File: config.mk
export PLATFORM = sky130hd
export DESIGN_NAME = chs_cell
export DESIGN_NICKNAME = d
export VERILOG_FILES = /design/src/rtl/chs_pkg.sv /design/src/rtl/chs_cell.sv
export SDC_FILE = /design/constraint.sdc
export NUM_CORES = 1
export LEC_CHECK = 0
export BUFFER_PORTS_ARGS = -buffer_cell sky130_fd_sc_hd__buf_2
export CAP_MARGIN = 20
export CORE_AREA = 5 5 384 386
export DETAILED_ROUTE_END_ITERATION = 16
export DIE_AREA = 0 0 389 391
export HOLD_SLACK_MARGIN = 0.03
export MAX_ROUTING_LAYER = met4
export PLACE_DENSITY = 0.33
export SYNTH_ARGS = -nofsm -noshare
export SYNTH_HDL_FRONTEND = slang
export SYNTH_SLANG_ARGS = --single-unit
File: constraint.sdc
create_clock -name clock -period 24.8 [get_ports clock]
set_clock_uncertainty 0.05 [all_clocks]
set_input_delay 2.48 -clock clock [delete_from_list [all_inputs] [get_ports clock]]
set_output_delay 2.48 -clock clock [all_outputs]
set_load 0.05 [all_outputs]
File: src/rtl/chs_pkg.sv
`timescale 1ns / 1ps

package chs_pkg;

   localparam int MAX_POINTS = 64;
   localparam int CNT_W      = $clog2(MAX_POINTS + 1);
   localparam int IDX_W      = $clog2(MAX_POINTS);

   localparam logic [1:0] FN_CLEAR  = 2'd0;
   localparam logic [1:0] FN_APPEND = 2'd1;
   localparam logic [1:0] FN_INTERP = 2'd2;

   typedef struct packed {
      logic [1:0]         func;
      logic signed [31:0] x_value;
      logic signed [31:0] y_value;
   } chs_req_type;

   typedef struct packed {
      logic signed [31:0] y_result;
      logic               in_segment;
      logic               too_few_knots;
   } chs_rsp_type;

   // query token walking the knot chain
   typedef struct packed {
      logic               active;
      logic               found;
      logic               need_far;
      logic               has_prev;
      logic               left_ok;
      logic               has_far;
      logic signed [31:0] q;
      logic signed [31:0] prev_x;
      logic signed [31:0] prev_y;
      logic signed [31:0] lx;
      logic signed [31:0] ly;
      logic signed [31:0] xl;
      logic signed [31:0] yl;
      logic signed [31:0] xr;
      logic signed [31:0] yr;
      logic signed [31:0] fx;
      logic signed [31:0] fy;
      logic signed [31:0] last_y;
   } chs_token_type;

   function automatic logic signed [31:0] sat32(input logic signed [65:0] v);
      logic signed [65:0] hi;
      logic signed [65:0] lo;
      hi = 66'sh0_7FFF_FFFF;
      lo = -66'sh0_8000_0000;
      if (v > hi) begin
         return 32'sh7FFF_FFFF;
      end else if (v < lo) begin
         return 32'sh8000_0000;
      end
      return v[31:0];
   endfunction

endpackage

File: src/rtl/chs_cell.sv
`timescale 1ns / 1ps

module chs_cell import chs_pkg::*; (
   input  logic               clock,
   input  logic               reset,
   input  logic [IDX_W-1:0]   cell_idx,
   input  logic [CNT_W-1:0]   count,
   input  logic               app_en,
   input  logic signed [31:0] app_x,
   input  logic signed [31:0] app_y,
   input  logic signed [31:0] next_x,
   input  logic signed [31:0] next_y,
   input  chs_token_type      tok_in,
   output logic signed [31:0] knot_x,
   output logic signed [31:0] knot_y,
   output chs_token_type      tok_out
);

   logic signed [31:0] x_ff;
   logic signed [31:0] y_ff;
   chs_token_type      tok_ff;
   chs_token_type      tok_in_nxt;
   logic               kv;
   logic               nv;

   assign kv = CNT_W'(cell_idx) < count;
   assign nv = (CNT_W'(cell_idx) + CNT_W'(1)) < count;

   always_comb begin
      tok_in_nxt = tok_in;
      if (tok_in.active) begin
         if (kv) begin
            tok_in_nxt.last_y = y_ff;
         end
         if (!tok_in.found && nv && (x_ff < tok_in.q) && (tok_in.q <= next_x)) begin
            tok_in_nxt.found    = 1'b1;
            tok_in_nxt.need_far = 1'b1;
            tok_in_nxt.left_ok  = tok_in.has_prev;
            tok_in_nxt.lx       = tok_in.prev_x;
            tok_in_nxt.ly       = tok_in.prev_y;
            tok_in_nxt.xl       = x_ff;
            tok_in_nxt.yl       = y_ff;
            tok_in_nxt.xr       = next_x;
            tok_in_nxt.yr       = next_y;
         end else if (tok_in.found && tok_in.need_far) begin
            tok_in_nxt.need_far = 1'b0;
            tok_in_nxt.has_far  = nv;
            tok_in_nxt.fx       = next_x;
            tok_in_nxt.fy       = next_y;
         end
         tok_in_nxt.prev_x   = x_ff;
         tok_in_nxt.prev_y   = y_ff;
         tok_in_nxt.has_prev = 1'b1;
      end
   end

   always_ff @(posedge clock) begin
      if (app_en && (CNT_W'(cell_idx) == count)) begin
         x_ff <= app_x;
         y_ff <= app_y;
      end
      if (reset) begin
         tok_ff.active <= 1'b0;
      end else begin
         tok_ff <= tok_in_nxt;
      end
   end

   assign knot_x  = x_ff;
   assign knot_y  = y_ff;
   assign tok_out = tok_ff;

endmodule

# Yosys cells after proc, flatten, opt, wreduce, memory -nomap -nowiden
# Index checks and enable logic that the tools add are counted.
[word_totals] reg_bits=454 inputBits=534 output_inout_bits=454
[classes] addsub=1 magnitude_cmp=4 n_eq_ne=1 mux=12 n_reduce_logical=6
[op_table] operator="2-to-1 mux 352 bit" count=1
[op_table] operator="2-to-1 mux 192 bit" count=1
[op_table] operator="2-to-1 mux 64 bit" count=2
[op_table] operator="less-or-equal comparator 32 bit" count=1
[op_table] operator="< comparator 32 bit" count=1
[op_table] operator="2-to-1 mux 32 bit" count=1
[op_table] operator="adder 6 x 1 -> 7 bit, second input constant" count=1
[op_table] operator="== test 6 x 7 -> 1 bit" count=1
[op_table] operator="< comparator 6 x 7 -> 1 bit" count=1
[op_table] operator="< comparator 7 bit" count=1
[op_table] operator="2-to-1 mux 1 bit" count=6
[op_table] operator="logical AND 1 bit" count=5
[op_table] operator="2-to-1 mux 5 bit" count=1
[op_table] operator="logical NOT 1 bit" count=1

# Logic depth before layout (Yosys ltp)
[logic_depth] word_depth=7 depth_mapped=12

# Worst setup path before layout
# Ideal clock, no wire load.
[synth_timing] path_type="input to register" from="input reset" to="register tok_ff, in the netlist tok_out[0], enable pin" setup_ns=0.736 t_arrival_ns=9.965 slack_ns=14.050 stages=1 path_cell_list="inv_1"
[synth_rtl] element="start, declared" line="chs_cell.sv:5" text="input logic reset,"
[synth_rtl] element="end signal, assigned" line="chs_cell.sv:65" text="tok_ff <= tok_in_nxt;"
[synth_rtl] element="end, declared" line="chs_cell.sv:21" text="chs_token_type tok_ff;"
# No word-level cell between the ends.

==> flow_summary.yaml <==
status:
  outcome: "finished clean"
timing:
  worstMarginPinSlew_ns: 1.04
  setup-violations-final: 0
  slew_violations: 0
  post-route-min-period_ns: 6.94
  setup_tns_ns: 0
  rsz0062_at_grt: "false"
  fmax_ghz: 0.144
  timing.slew.headroom_pct: 30.0
  hold_viol: 0
  final.period_utilization_pct: 28.0
routing:
  drt_pass1_iterations: 5
  route.vias.total: 14600
  drt-vias-per-instance: 3.50
  route.detailed.drc: 0
  wl_mm: 107
  antenna_left: 0
  wl_per_cell_um: 25.5
  drtIter0Drc: 574
power_and_ir_drop:
  total_power_w: 0.00210
  peakVddDrop_uv: 56.0
  power_density_nw_per_um2: 72.7
  p_leak_nw: 11.9
worst_setup_path:
  crit_arrival_ns: 7.30
  required_ns: 25.16
  crit_path_end_kind: "flip-flop"
  worstPathMaxFanout: 55
  crit_path_start_kind: "input pin"
  worstSetupPathType: "input pin to flip-flop"
floorplan:
  die_x_um: 389
  fp-row-count: 139
  initial_utilization_pct: 13.8
  dieArea_um2: 152000
  die_y_um: 391
  core-area_um2: 143000
  boundaryPins: 988
clock_network:
  cts_max_path_buffers: 3
  cts_sinks: 454
  htreeDepth: 2
  post_cts_buffers: 0
  cts.clk_slew.worst_paths_ns: 0.06
  cts_tree: "built"
  clock_latency_ns: 0.68
  cts_buffers: 61
  cts_hold_buf: 0
  cts_resized: 0
  clock-root-buffer: "clkbuf_16"
place:
  placed_area_um2: 27000
  dp_hpwl_mm: 87.8
  place_inst: 4033
  gp_congestion: 0.819
  io_buffers: 987
yosys:
  syn_inst: 1166
  synth_seq_cells: 454
  synth_nets: 1777
  ys_warn_count: 0
  synth_seq_area_share_pct: 68.9
  mappedNetlistArea_um2: 19800
  syn_avg_cell_area_um2: 17.0
  ys_types: 37
layout:
  fin_area_um2: 29000
  final_util_pct: 20.2
  finish.net_count: 2804
  drive_above_1_share_pct: 56.7
  area_delta_synth_final_pct: 46.5
  final_cells: 4182
global_route:
  first_global_vias: 16200
  globalRouteOverflowTotal: 0
  grt_start_max_net_pins: 110
  grt_pass1_wl_mm: 141
  grt_util_all_layers_pct: 13.7
  antenna_found_initial: 50
job:
  maxCapViolCount: 0
hold_path:
  min-delay-path-class: "flip-flop to flip-flop"
==> per-stage QoR <==
step | worst slack [ns] | hold slack, ns
final | 17.86 | 0.583
after global placement | 17.01 | 0.554
after CTS | 17.74 | 0.582
after global routing | 17.49 | 0.615
after floorplan | 14.05 | 0.895
after detailed placement | 17.00 | 0.569
==> final timing paths <==
check	start	end	slack, ns	cells after the start
setup reg to reg	knot_x[19]$_DFFE_PP_	tok_out[277]$_DFFE_PN_	19.27	12
hold / removal	knot_y[13]$_DFFE_PP_	tok_out[13]$_DFFE_PN_	0.58	1
setup / recovery	next_x[18]	tok_out[277]$_DFFE_PN_	17.86	13
hold reg to reg	knot_y[13]$_DFFE_PP_	tok_out[13]$_DFFE_PN_	0.58	1
==> final cells by class <==
type,count,area (um2)
fill,15600,114000
sequential,454,13600
multi-input combinational,594,5670
timing repair buffer,1006,5080
tap,1903,2380
clock buffer,80,1600
inverter,76,293
clock inverter,31,220
antenna,38,95.1
==> critical path: stages <==
cell,delay [ns]
buf_2,0.10
inv_1,0.19
ha_1,0.38
nand4_1,0.31
or4_1,0.65
o32ai_1,0.24
a21oi_1,0.07
or3_1,0.37
a211oi_4,0.19
buf_4,0.38
buf_4,0.59
buf_4,0.74
mux2_1,0.39
==> report_power, final <==
group          total (W)  switching [W]  internal (W)
clock network   0.000826       0.000372      0.000454
registers       0.000914      0.0000168      0.000898
logic           0.000363       0.000267     0.0000963
==> layer usage <==
layer / global-route usage, % / share of wire [%]
met1: 15.0 / 38
met2: 23.8 / 51
met3: 4.50 / 8.3
met4: 3.97 / 2.8
met5: - / 0
==> cell usage in the layout, fill, tap and decap left out, drive strengths merged <==
cell type	instances
o21a	1
a211oi	3
o21ai	48
and3	3
and4	3
buf	1006
or4	1
nor2	6
clkbuf	80
a2111oi	3
nand4	14
nand3	9
xor2	1
diode	38
a21oi	26
clkinvlp	4
o211ai	4
dfxtp	1
a21o	4
clkinv	23
or3	1
nor3	6
mux2	322
o32ai	1
a31o	1
xnor2	3
edfxtp	453
nand2b	5
inv	80
or2	2
ha	77
nor2b	4
nor4	1
a221oi	2
o311a	1
nand2	42
==> cells by family after synthesis <==
logic type	Yosys count	share of synthesized area, %
muxes	322	18.3
DFF	454	68.9
and+or+nand+nor	97	2.41
xor gates and xnor gates	4	0.177
adders and majority gates	77	4.87
buffers and inverters	118	2.59
AOI/OAI and AO/OA	94	2.71
==> registers in the layout, indices dropped and copies added (netlist names) <==
name	flops
knot_x	32
knot_y	32
tok_out	390
==> synthesized netlist by cell type <==
cell type  instances  area (um2)
o211ai_1           4        30.0
nand2_1           42         158
nor2b_1            4        25.0
o21ai_0           48         240
and4_1             3        26.3
a211oi_2           1        12.5
a31o_2             1        8.76
buf_1              3        11.3
nor4_1             1        6.26
nand2b_1           5        31.3
a21oi_1           26         130
a221oi_1           2        17.5
dfxtp_1            1        20.0
or3_1              1        6.26
mux2_2           174        1960
nor3_1             6        30.0
nor2_1             6        22.5
nand3_1            9        45.0
a21o_1             4        30.0
clkbuf_1          18        67.6
mux2_1           148        1670
inv_1             76         285
o21a_1             1        7.51
ha_1              77         963
xor2_1             1        8.76
or2_2              2        12.5
buf_2              4        20.0
o311a_1            1        10.0
and3_1             3        18.8
o32ai_1            1        8.76
buf_4             17         128
or4_1              1        7.51
xnor2_1            3        26.3
a211oi_1           2        15.0
nand4_1           14        87.6
edfxtp_1         453       13600
a2111oi_0          3        26.3
(Power assumes the default switching activity.)
