<file path="src/rtl/chs_pkg.sv">
`timescale 1ns / 1ps

package chs_pkg;

   localparam int MAX_POINTS = 64;
   localparam int CNT_W      = $clog2(MAX_POINTS + 1);
   localparam int IDX_W      = $clog2(MAX_POINTS);

   localparam logic [1:0] FN_CLEAR  = 2'd0;
   localparam logic [1:0] FN_APPEND = 2'd1;
   localparam logic [1:0] FN_INTERP = 2'd2;

   typedef struct packed {
      logic [1:0]         func;
      logic signed [31:0] x_value;
      logic signed [31:0] y_value;
   } chs_req_type;

   typedef struct packed {
      logic signed [31:0] y_result;
      logic               in_segment;
      logic               too_few_knots;
   } chs_rsp_type;

   // query token walking the knot chain
   typedef struct packed {
      logic               active;
      logic               found;
      logic               need_far;
      logic               has_prev;
      logic               left_ok;
      logic               has_far;
      logic signed [31:0] q;
      logic signed [31:0] prev_x;
      logic signed [31:0] prev_y;
      logic signed [31:0] lx;
      logic signed [31:0] ly;
      logic signed [31:0] xl;
      logic signed [31:0] yl;
      logic signed [31:0] xr;
      logic signed [31:0] yr;
      logic signed [31:0] fx;
      logic signed [31:0] fy;
      logic signed [31:0] last_y;
   } chs_token_type;

   function automatic logic signed [31:0] sat32(input logic signed [65:0] v);
      logic signed [65:0] hi;
      logic signed [65:0] lo;
      hi = 66'sh0_7FFF_FFFF;
      lo = -66'sh0_8000_0000;
      if (v > hi) begin
         return 32'sh7FFF_FFFF;
      end else if (v < lo) begin
         return 32'sh8000_0000;
      end
      return v[31:0];
   endfunction

endpackage

</file>
<file path="src/rtl/chs_div.sv">
`timescale 1ns / 1ps

module chs_div import chs_pkg::*; (
   input  logic        clock,
   input  logic        reset,
   input  logic        start,
   input  logic [47:0] num,
   input  logic [31:0] den,
   output logic        done,
   output logic [47:0] quo
);

   logic        busy_ff;
   logic        done_ff;
   logic [5:0]  cnt_ff;
   logic [31:0] rem_ff;
   logic [47:0] quo_ff;
   logic [31:0] den_ff;
   logic [32:0] rem_sh;
   logic        take;

   assign rem_sh = {rem_ff, quo_ff[47]};
   assign take   = rem_sh >= {1'b0, den_ff};

   always_ff @(posedge clock) begin
      if (reset) begin
         busy_ff <= 1'b0;
         done_ff <= 1'b0;
         cnt_ff  <= '0;
      end else begin
         done_ff <= 1'b0;
         if (start) begin
            busy_ff <= 1'b1;
            cnt_ff  <= '0;
            rem_ff  <= '0;
            quo_ff  <= num;
            den_ff  <= den;
         end else if (busy_ff) begin
            rem_ff <= take ? 32'(rem_sh - {1'b0, den_ff}) : rem_sh[31:0];
            quo_ff <= {quo_ff[46:0], take};
            cnt_ff <= cnt_ff + 6'd1;
            if (cnt_ff == 6'd47) begin
               busy_ff <= 1'b0;
               done_ff <= 1'b1;
            end
         end
      end
   end

   assign done = done_ff;
   assign quo  = quo_ff;

endmodule

</file>
<file path="config.mk">
export PLATFORM = sky130hd
export DESIGN_NAME = chs_div
export DESIGN_NICKNAME = d
export VERILOG_FILES = /design/src/rtl/chs_pkg.sv /design/src/rtl/chs_div.sv
export SDC_FILE = /design/constraint.sdc
export NUM_CORES = 1
export LEC_CHECK = 0
export ABC_AREA = 1
export BUFFER_PORTS_ARGS = -buffer_cell sky130_fd_sc_hd__buf_2
export CAP_MARGIN = 20
export CORE_MARGIN = 3
export CORE_UTILIZATION = 38
export DETAILED_ROUTE_END_ITERATION = 10
export GPL_ROUTABILITY_DRIVEN = 0
export REMOVE_ABC_BUFFERS = 1
export SYNTH_ARGS = -nofsm -noshare
export SYNTH_HDL_FRONTEND = slang
export SYNTH_SLANG_ARGS = --single-unit
</file>
<file path="constraint.sdc">
create_clock -name clock -period 5.1 [get_ports clock]
set_input_delay 0.255 -clock clock [delete_from_list [all_inputs] [get_ports clock]]
set_output_delay 0.255 -clock clock [all_outputs]
set_load 0.1 [all_outputs]
</file>
-- Word-level counts from Yosys, hierarchy flattened
Cells that the tools add are included.
- add/sub/neg operators: 2
- $lt $le $gt $ge: 1
- eq/ne operators: 1
- muxes and demuxes: 8
- bitwise operators: 2
- reductions and logical operators: 5
- operator list (cell ; number):
    $mux W48 ; 2
    $mux W32 ; 2
    $ge A33 B32 Y1 ; 1
    $sub A32 B32 Y32 ; 1
    $add A6 B1 Y6 const B ; 1
    $eq A6 B6 Y1 const B ; 1
    $mux W1 ; 4
    $reduce_and A2 Y1 ; 2
    $reduce_or A3 Y1 ; 1
    $not A1 Y1 ; 2
    $reduce_bool A2 Y1 ; 1
    $reduce_or A2 Y1 ; 1
- register bits after elaboration: 120
- bits of input ports: 83
- output and inout port bits: 49
- word-level logic and storage cells: 25

-- Longest topological paths before layout
Gate-level depths: netlist (run 1).
- word-level depth: 4
- gate-level depth with buffers: 17
- depth with buffers taken out: 15

-- Least setup slack after synthesis (run 1)
No wires, ideal clock.
- path kind: input port to flip-flop
- start: input start
- end: register quo_ff[0], in the netlist quo[0] (enable)
- arrival: 4.504 ns
- path slack: 0.049 ns
- cell stages on the path: 3
- cell sequence: clkbuf_1 > inv_2 > a21oi_1
- word-level cells in the longest chain between the ends: 2
- ends and longest elaborated chain (element ; RTL line ; RTL):
    from (decl) ; chs_div.sv:6 ; input logic start,
    $reduce_bool A2 Y1 (no source line) ; - ;
    $reduce_and A2 Y1 (no source line) ; - ;
    to (signal assigned) ; chs_div.sv:36 ; quo_ff <= num;
    to (signal assigned) ; chs_div.sv:40 ; quo_ff <= {quo_ff[46:0], take};
    to (decl) ; chs_div.sv:17 ; logic [47:0] quo_ff;
No other way between the ends.
A chain may end at the register's enable or synchronous reset.

-- Worst setup path in the final report (run 1)
- start: register rem_ff[7]
- end: register rem_ff[17] (data pin)
- word-level cells in the longest chain between the ends: 3
- elaborated cells between the ends (all ways): 4
- those cells by class: 1 x add/sub; 1 x order compare; 2 x mux
- ends and longest elaborated chain (element ; RTL line ; RTL):
    from (decl) ; chs_div.sv:16 ; logic [31:0] rem_ff;
    from (signal assigned) ; chs_div.sv:39 ; rem_ff <= take ? 32'(rem_sh - {1'b0, den_ff}) : rem_sh[31:0];
    $sub A32 B32 Y32 / $ge A33 B32 Y1 (equally long branches) ; chs_div.sv:39, chs_div.sv:23 ;
    $mux W32 (*) ; chs_div.sv:39 ;
    $mux W32 (*) ; chs_div.sv:38 ; end else if (busy_ff) begin
Mark *: on every way between the ends. The rest lies on a longest branch, timed or not. The select of a mux whose other input is x is not followed.

==> reports/results.md, run 1 <==
| Group | Metric | Value |
| --- | --- | --- |
| route | Mean number of vias per cell | 4.583 |
| route | Residual DRC | 0 |
| flow run | Count of max-cap constraint violations | 0 |
| yosys | Synth area leader | edfxtp_1 |
| worst setup path | Critical Setup Path Class | flip-flop to flip-flop |
| sta | Max_slew headroom | 0.3343 |
| sta | Setup ws final | 2.390 ns |
| clock tree | CTS H-Tree Depth | 4 |
| sta | Fmax | 369.0 MHz |
| sta | Unrepaired setup endpoints after global routing | no |
| placed design | Post-Place Setup Slack | 2.115 ns |
| placed design | Placed wire-length estimate after detailed placement | 14.60 mm |
| sta | Worst hold margin | 0.01566 ns |
| clock tree | Number of buffers on the longest clock path | 2 |
| yosys | Number of cells produced by synthesis | 1,045 |
| final layout | Utilization after layout | 0.4752 |
| final layout | Number of inserted diodes | 0 |
| clock tree | Post-CTS repair timing setup buffer count | 0 |
| grt | Wire length of the first global-routing pass | 32.76 mm |
| route | DRT antenna net count | 0 |
| final layout | Layout cell share with drive strength beyond 1 | 0.1542 |
| clock tree | Resized cells post-CTS | 0 |
| clock tree | Clk sink count | 120 |
| worst setup path | Max stage delay cell, worst path | edfxtp_1 |
| floorplanning | Starting utilization of the core area | 0.3918 |
| yosys | Number of synthesized register bits | 120 |
| yosys | Syn_area_per_cell | 7.392 um^2 |
| route | Detail-routed net length per standard cell | 13.46 um |
| final layout | Leading cell types in the layout, fill and taps excluded | 446 x nand2_1, 172 x inv_1, 131 x buf_2, 112 x edfxtp_1, 109 x nor2_1 |
| grt | Highest-utilization routing layer at the global route stage | met2 |
| clock tree | Number of buffers inserted by hold repair at cts | 18 |
| yosys | Count of flip-flops with a built-in enable after synthesis | 112 |
| final layout | Final-stage net count | 1,310 |
| pwr | Power, Total | 3.240 mW |
| grt | Via count of the first global-routing pass | 6,635 |
| clock tree | Clock tree from TritonCTS | yes |
| yosys | Summed instance area of the synthesized netlist | 0.007725 mm^2 |
| grt | Antenna violations before repair | 0 |
| worst setup path | Largest fanout on the critical path | 25 |
| route | DR iter-0 viols | 398 |
| floorplanning | Boundary Pins | 132 |
| yosys | Async set-reset flop share out of synthesis | 0 |
| yosys | Post-synth cell types | 38 |
| clock tree | Clk root buf | clkbuf_16 |
| floorplanning | Die height | 148.6 um |
| grt | Pin count of the biggest net entering global routing | 65 |
| sta | Post-route fraction of the period consumed by the critical path | 0.5313 |
| pwr | Part of the power in combinational logic | 0.281 |
| sta | Setup-violating endpoint count in the final report | 0 |
| sta | Worst-margin pin slew | 0.9962 ns |
| yosys | Seq/Total Area, Yosys | 0.4561 |
| clock tree | Number of buffers inserted during clock tree synthesis | 17 |
| pwr | Net switching component of the power | 1.168 mW |
| sta | Clock Skew | 0.01290 ns |
| yosys | Main flop type after synthesis | edfxtp_1 |
| pwr | Leakage component of the power | 4.874 nW |
| worst setup path | WP data arrival | 2.98 ns |
| pwr | Largest vdd supply drop | 0.2199 mV |
| route | DR vias | 6,742 |
| grt | Global-route met1 utilization | 0.2683 |
| sta | Final worst path period need | 2.710 ns |
| yosys | Number of warnings reported in the yosys synthesis log | 0 |
| sta | Number of endpoints with negative hold slack in the final report | 0 |
| yosys | Share of the synthesized area in the top cell type | 0.4354 |
| grt | Met2 global-route usage | 0.2867 |
| final layout | Post-layout instance area | 0.009369 mm^2 |
| grt | Met3 capacity usage during global routing | 0.03961 |
| final layout | Non-filler instance count after layout | 1,471 |
| placed design | Count of buffers inserted at the top-level ports | 131 |
| hold path | Worst min path class | input port to flip-flop |
| route | Final Routed Wirelength | 19.80 mm |
| worst setup path | Crit path launch type | flip-flop |
| pwr | Clock share of power | 0.346 |
| worst setup path | Kind of capture point of the worst setup path | flip-flop |
| placed design | Cell area after placement | 0.008645 mm^2 |
| pwr | Total power per unit cell area | 345.8 mW/mm^2 |
| placed design | Cells after DPL | 1,421 |
| grt | Gr usage total | 0.1870 |
| yosys | Area contributors post-synth | edfxtp_1 44%, nand2_1 22%, inv_1 8.4% |
| final layout | Most common cell after layout, fill and taps aside | nand2_1 |
| floorplanning | Cell row count | 51 |
| worst setup path | Most used cell, CP | nand2_1 |
| sta | Pins over their slew limit | 0 |
| pwr | Sequential share of power | 0.373 |
| floorplanning | Die outline area | 0.02208 mm^2 |
| floorplanning | Standard cell core area | 0.01972 mm^2 |
| sta | Setup tns final | 0 ns |
| pwr | Switching fraction of total power | 0.3604 |
| worst setup path | Worst EP required | 5.37 ns |
| route | First-pass detailed-route iteration total | 4 |
| status | Outcome | finished, final reports clean |
| clock tree | Clock latency on the worst-skew pair | 0.42 ns |
| grt | Aggregate global routing overflow | 0 |
| floorplanning | Chip Width | 148.6 um |
| pwr | Cell-internal power | 2.072 mW |
| worst setup path | Slowest cell delay on critical path | 0.41 ns |
| clock tree | Register clock-pin slew on the reported worst setup and hold paths | 0.06 ns |
| final layout | Relative area change from synthesis to final layout | 21.28% |
| worst setup path | List of cells traversed by the critical path | ha_1 > nand2_1 > inv_1 > nand2_1 > nand2_1 > inv_2 > nand3_2 > nand2_1 > nand2_2 > nand2_4 > nand2_8 > inv_4 > nor2_1 > nor2_1 |
-- synthesized netlist by cell type (2+ instances only) --
master / n
inv_2: 4
a21oi_1: 21
nand3b_1: 23
nor2_2: 6
nand4_1: 6
a31oi_1: 2
xor2_1: 15
edfxtp_1: 112
nand2_1: 446
buf_6: 3
nor2_1: 110
o21ai_0: 2
clkbuf_1: 11
dfxtp_1: 8
ha_1: 33
nor3_1: 5
nand3_1: 30
and2_1: 9
nand2_2: 3
inv_1: 172
buf_2: 7
-- layer usage --
layer / wire, um / vias to the layer above
met5: 0 / -
met4: 242 / 0
met3: 1226 / 20
met2: 8620 / 211
met1: 9712 / 2996
li1: - / 3515
-- power by group through the flow --
stage	sequential [mW]	combinational [mW]	clock (mW)
2_1_floorplan	1.40	0.505	0
3_3_place_gp	1.23	0.892	0
3_5_place_dp	1.23	0.896	0
4_1_cts	1.21	0.912	1.15
5_1_grt	1.22	1.02	1.20
6_report	1.21	0.909	1.12
-- sequential cells by signal, summed over array words and instances (netlist names) --
signal   count
rem_ff      32
den_ff      32
quo         48
cnt_ff       6
busy_ff      1
done         1
-- cells by family (layout without fill, tap and decap cells) --
| kind of cell | count (synthesis) | count (layout) | synth area share |
|---|---|---|---|
| and+or+nand+nor | 648 | 648 | 0.3495 |
| AOI/OAI and AO/OA | 28 | 28 | 0.01911 |
| adders and majority gates | 34 | 34 | 0.05604 |
| xor gates and xnor gates | 16 | 16 | 0.01814 |
| DFF | 120 | 120 | 0.4561 |
| buffers and inverters | 199 | 360 | 0.1011 |
-- area by class of cell --
| type | count | area [um^2] |
|---|---|---|
| clock buffers | 18 | 429.2 |
| clock inverters | 14 | 115.1 |
| fillers | 2003 | 10350 |
| inverters | 177 | 666.9 |
| multi-input cells | 726 | 3440 |
| flip-flops and latches | 120 | 3523 |
| well taps | 265 | 331.6 |
| repair buffers | 151 | 863.3 |
-- path summary, 6_finish.rpt --
kind              from         end  slack (ns)  cells after the start
min             den[2]   den_ff[2]        0.02                      1
max reg2reg  rem_ff[7]  rem_ff[17]        2.39                     14
max          rem_ff[7]  rem_ff[17]        2.39                     14
min reg2reg  cnt_ff[5]   cnt_ff[5]        0.47                      2
-- critical path, delay by kind of cell (launching register included) --
family,cells,cell delay (ns)
DFF,1,0.41
adders and majority gates,1,0.38
buffers and inverters,3,0.41
and+or+nand+nor,10,1.35
Note: power is estimated with default switching activity, not from simulation.
==> run 2, diff against run 1 <==
- clock period: 5.1 -> 2.8 ns (I/O delays scaled with it)
==> run 2 against run 1 <==
Worst setup slack worse by 2.0 ns. Hold slack better by 0.00069 ns. Highest routed layer unchanged. Clock-buffer cell count fell by 1. Largest cell class unchanged. Combinational power increased by 91%.
==> reports/results.md, run 2 (same netlist as run 1, synthesis figures left out) <==
| Group | Metric | Value | Delta |
| --- | --- | --- | --- |
| pwr | Leakage component of the power | 5.169 nW | +6.1% |
| final layout | Number of flip-flops in the largest register | 48 | unchanged |
| sta | Post-route fraction of the period consumed by the critical path | 0.8690 | +0.3376 |
| flow run | Count of max-cap constraint violations | 0 | unchanged |
| route | First-pass detailed-route iteration total | 5 | +1 |
| final layout | Final-stage net count | 1,376 | +5.0% |
| floorplanning | Die outline area | 0.02208 mm^2 | unchanged |
| placed design | Count of buffers inserted at the top-level ports | 131 | unchanged |
| grt | Wire length of the first global-routing pass | 34.55 mm | +5.5% |
| floorplanning | Die height | 148.6 um | unchanged |
| route | DRT antenna net count | 0 | unchanged |
| worst setup path | Critical Setup Path Class | flip-flop to flip-flop |  |
| clock tree | Number of buffers on the longest clock path | 2 | unchanged |
| worst setup path | WP data arrival | 2.61 ns | -0.37 ns |
| pwr | Total power per unit cell area | 613.2 mW/mm^2 | +77% |
| final layout | Most common cell after layout, fill and taps aside | nand2_1 |  |
| clock tree | Post-CTS repair timing setup buffer count | 0 | unchanged |
| worst setup path | Kind of capture point of the worst setup path | flip-flop |  |
| sta | Number of endpoints with negative hold slack in the final report | 0 | unchanged |
| clock tree | Clk sink count | 120 | unchanged |
| sta | Worst-margin pin slew | 0.6584 ns | -0.3378 ns |
| grt | Gr usage total | 0.1964 | +0.009415 |
| final layout | Filler Cell Count | 1,920 | -4.1% |
| final layout | Number of inserted diodes | 0 | unchanged |
| floorplanning | Boundary Pins | 132 | unchanged |
| clock tree | Number of buffers inserted by hold repair at cts | 78 | +60 |
| final layout | Relative area change from synthesis to final layout | 29.95% |  |
| floorplanning | Standard cell core area | 0.01972 mm^2 | unchanged |
| final layout | Post-layout instance area | 0.01004 mm^2 | +7.1% |
| final layout | Layout cell share with drive strength beyond 1 | 0.1525 | -0.001713 |
| worst setup path | Largest fanout on the critical path | 25 | unchanged |
| placed design | Placed wire-length estimate after detailed placement | 14.93 mm | +2.2% |
| clock tree | Resized cells post-CTS | 0 | unchanged |
| clock tree | Clock latency on the worst-skew pair | 0.43 ns | about the same |
| grt | Pin count of the biggest net entering global routing | 52 | -20% |
| route | Mean number of vias per cell | 4.613 | +0.65% |
| hold path | Worst min path class | input port to flip-flop |  |
| grt | Via count of the first global-routing pass | 7,053 | +6.3% |
| route | Detail-routed net length per standard cell | 13.82 um | +2.7% |
| placed design | Cell area after placement | 0.008677 mm^2 | +0.38% |
| worst setup path | Worst EP required | 2.98 ns | -2.39 ns |
| sta | Max_slew headroom | 0.5611 | +0.2268 |
| clock tree | CTS H-Tree Depth | 4 | unchanged |
| sta | Clock Skew | 0.01316 ns | +0.0002617 ns |
| clock tree | Register clock-pin slew on the reported worst setup and hold paths | 0.06 ns | about the same |
| sta | Unrepaired setup endpoints after global routing | no |  |
| sta | Pins over their slew limit | 0 | unchanged |
| clock tree | Number of buffers inserted during clock tree synthesis | 17 | unchanged |
| grt | Antenna violations before repair | 0 | unchanged |
| final layout | Leading cell types in the layout, fill and taps excluded | 446 x nand2_1, 172 x inv_1, 131 x buf_2, 112 x edfxtp_1, 109 x nor2_1 |  |
| final layout | Multi-input gate area | 0.003440 mm^2 | unchanged |
| route | Final Routed Wirelength | 21.24 mm | +7.3% |
| sta | Final worst path period need | 2.433 ns | -0.2766 ns |
| route | DR vias | 7,090 | +5.2% |
| clock tree | Clock tree from TritonCTS | yes |  |
| floorplanning | Starting utilization of the core area | 0.3918 | unchanged |
| floorplanning | Cell row count | 51 | unchanged |
| placed design | Cells after DPL | 1,427 | +0.42% |
| route | DR iter-0 viols | 474 | +19% |
| final layout | Non-filler instance count after layout | 1,537 | +4.5% |
| status | Outcome | finished, final reports clean |  |
| sta | Setup-violating endpoint count in the final report | 0 | unchanged |
| route | Residual DRC | 0 | unchanged |
| pwr | Largest vdd supply drop | 0.4052 mV | +84% |
| floorplanning | Chip Width | 148.6 um | unchanged |
| grt | Aggregate global routing overflow | 0 | unchanged |
| sta | Fmax | 411.0 MHz | +11% |
| worst setup path | Crit path launch type | flip-flop |  |
| clock tree | Clk root buf | clkbuf_16 |  |
| final layout | Area taken by flip-flops and latches | 0.003523 mm^2 | unchanged |
run 2: power breakdown:
part | switching (mW) | internal, mW | total, mW
logic | 1.20 | 0.542 | 1.74
clock network | 0.953 | 1.26 | 2.21
registers | 0.0663 | 2.14 | 2.20
total | 2.22 | 3.94 | 6.16
run 2: cell type report:
cell class | instances | area share
multi-input combinational | 726 | 0.3426
inverter | 177 | 0.06643
sequential | 120 | 0.3510
clock inverter | 15 | 0.01546
clock buffer | 17 | 0.04238
tap | 265 | 0.03303
timing repair buffer | 217 | 0.1491
run 2: layer usage:
layer / GRT usage / vias to the layer above / share of wire
li1: - / 3645 / -
met2: 0.3258 / 259 / 0.45
met5: 0 / - / 0
met4: 0.05681 / 0 / 0.017
met1: 0.2546 / 3161 / 0.46
met3: 0.04997 / 25 / 0.073
run 2: path summary, 6_finish.rpt:
check                                from         to  slack [ns]  cells past startpoint
worst min register to register  cnt_ff[5]  cnt_ff[5]        0.46                      2
worst max-delay path            rem_ff[8]  rem_ff[9]        0.37                     12
worst max register to register  rem_ff[8]  rem_ff[9]        0.37                     12
worst min-delay path              num[39]    quo[39]        0.02                      3
run 2: through the flow:
stage          setup TNS, ns  total power [mW]  worst slack (ns)    util  hold slack, ns
2_1_floorplan        -184.17             3.477            -2.275       -          0.2170
3_3_place_gp               0             3.879            0.3581  0.4401          0.3179
3_5_place_dp               0             3.884            0.3762  0.4401          0.3183
4_1_cts                    0             6.196            0.3694  0.5091       0.0008100
5_1_grt                    0             6.485            0.1625  0.5091         0.01378
6_report                   0             6.156            0.3669  0.5091         0.01635
run 2: critical path: stages, from the launching register on:
cell	delay, ns
edfxtp_1	0.40
ha_1	0.39
nand2_1	0.14
nor2_1	0.24
nand2_1	0.12
nor2_2	0.15
nand2_1	0.09
nand2_2	0.12
nor2_8	0.05
nand2_8	0.15
inv_4	0.15
nor2_1	0.14
nor2_1	0.05
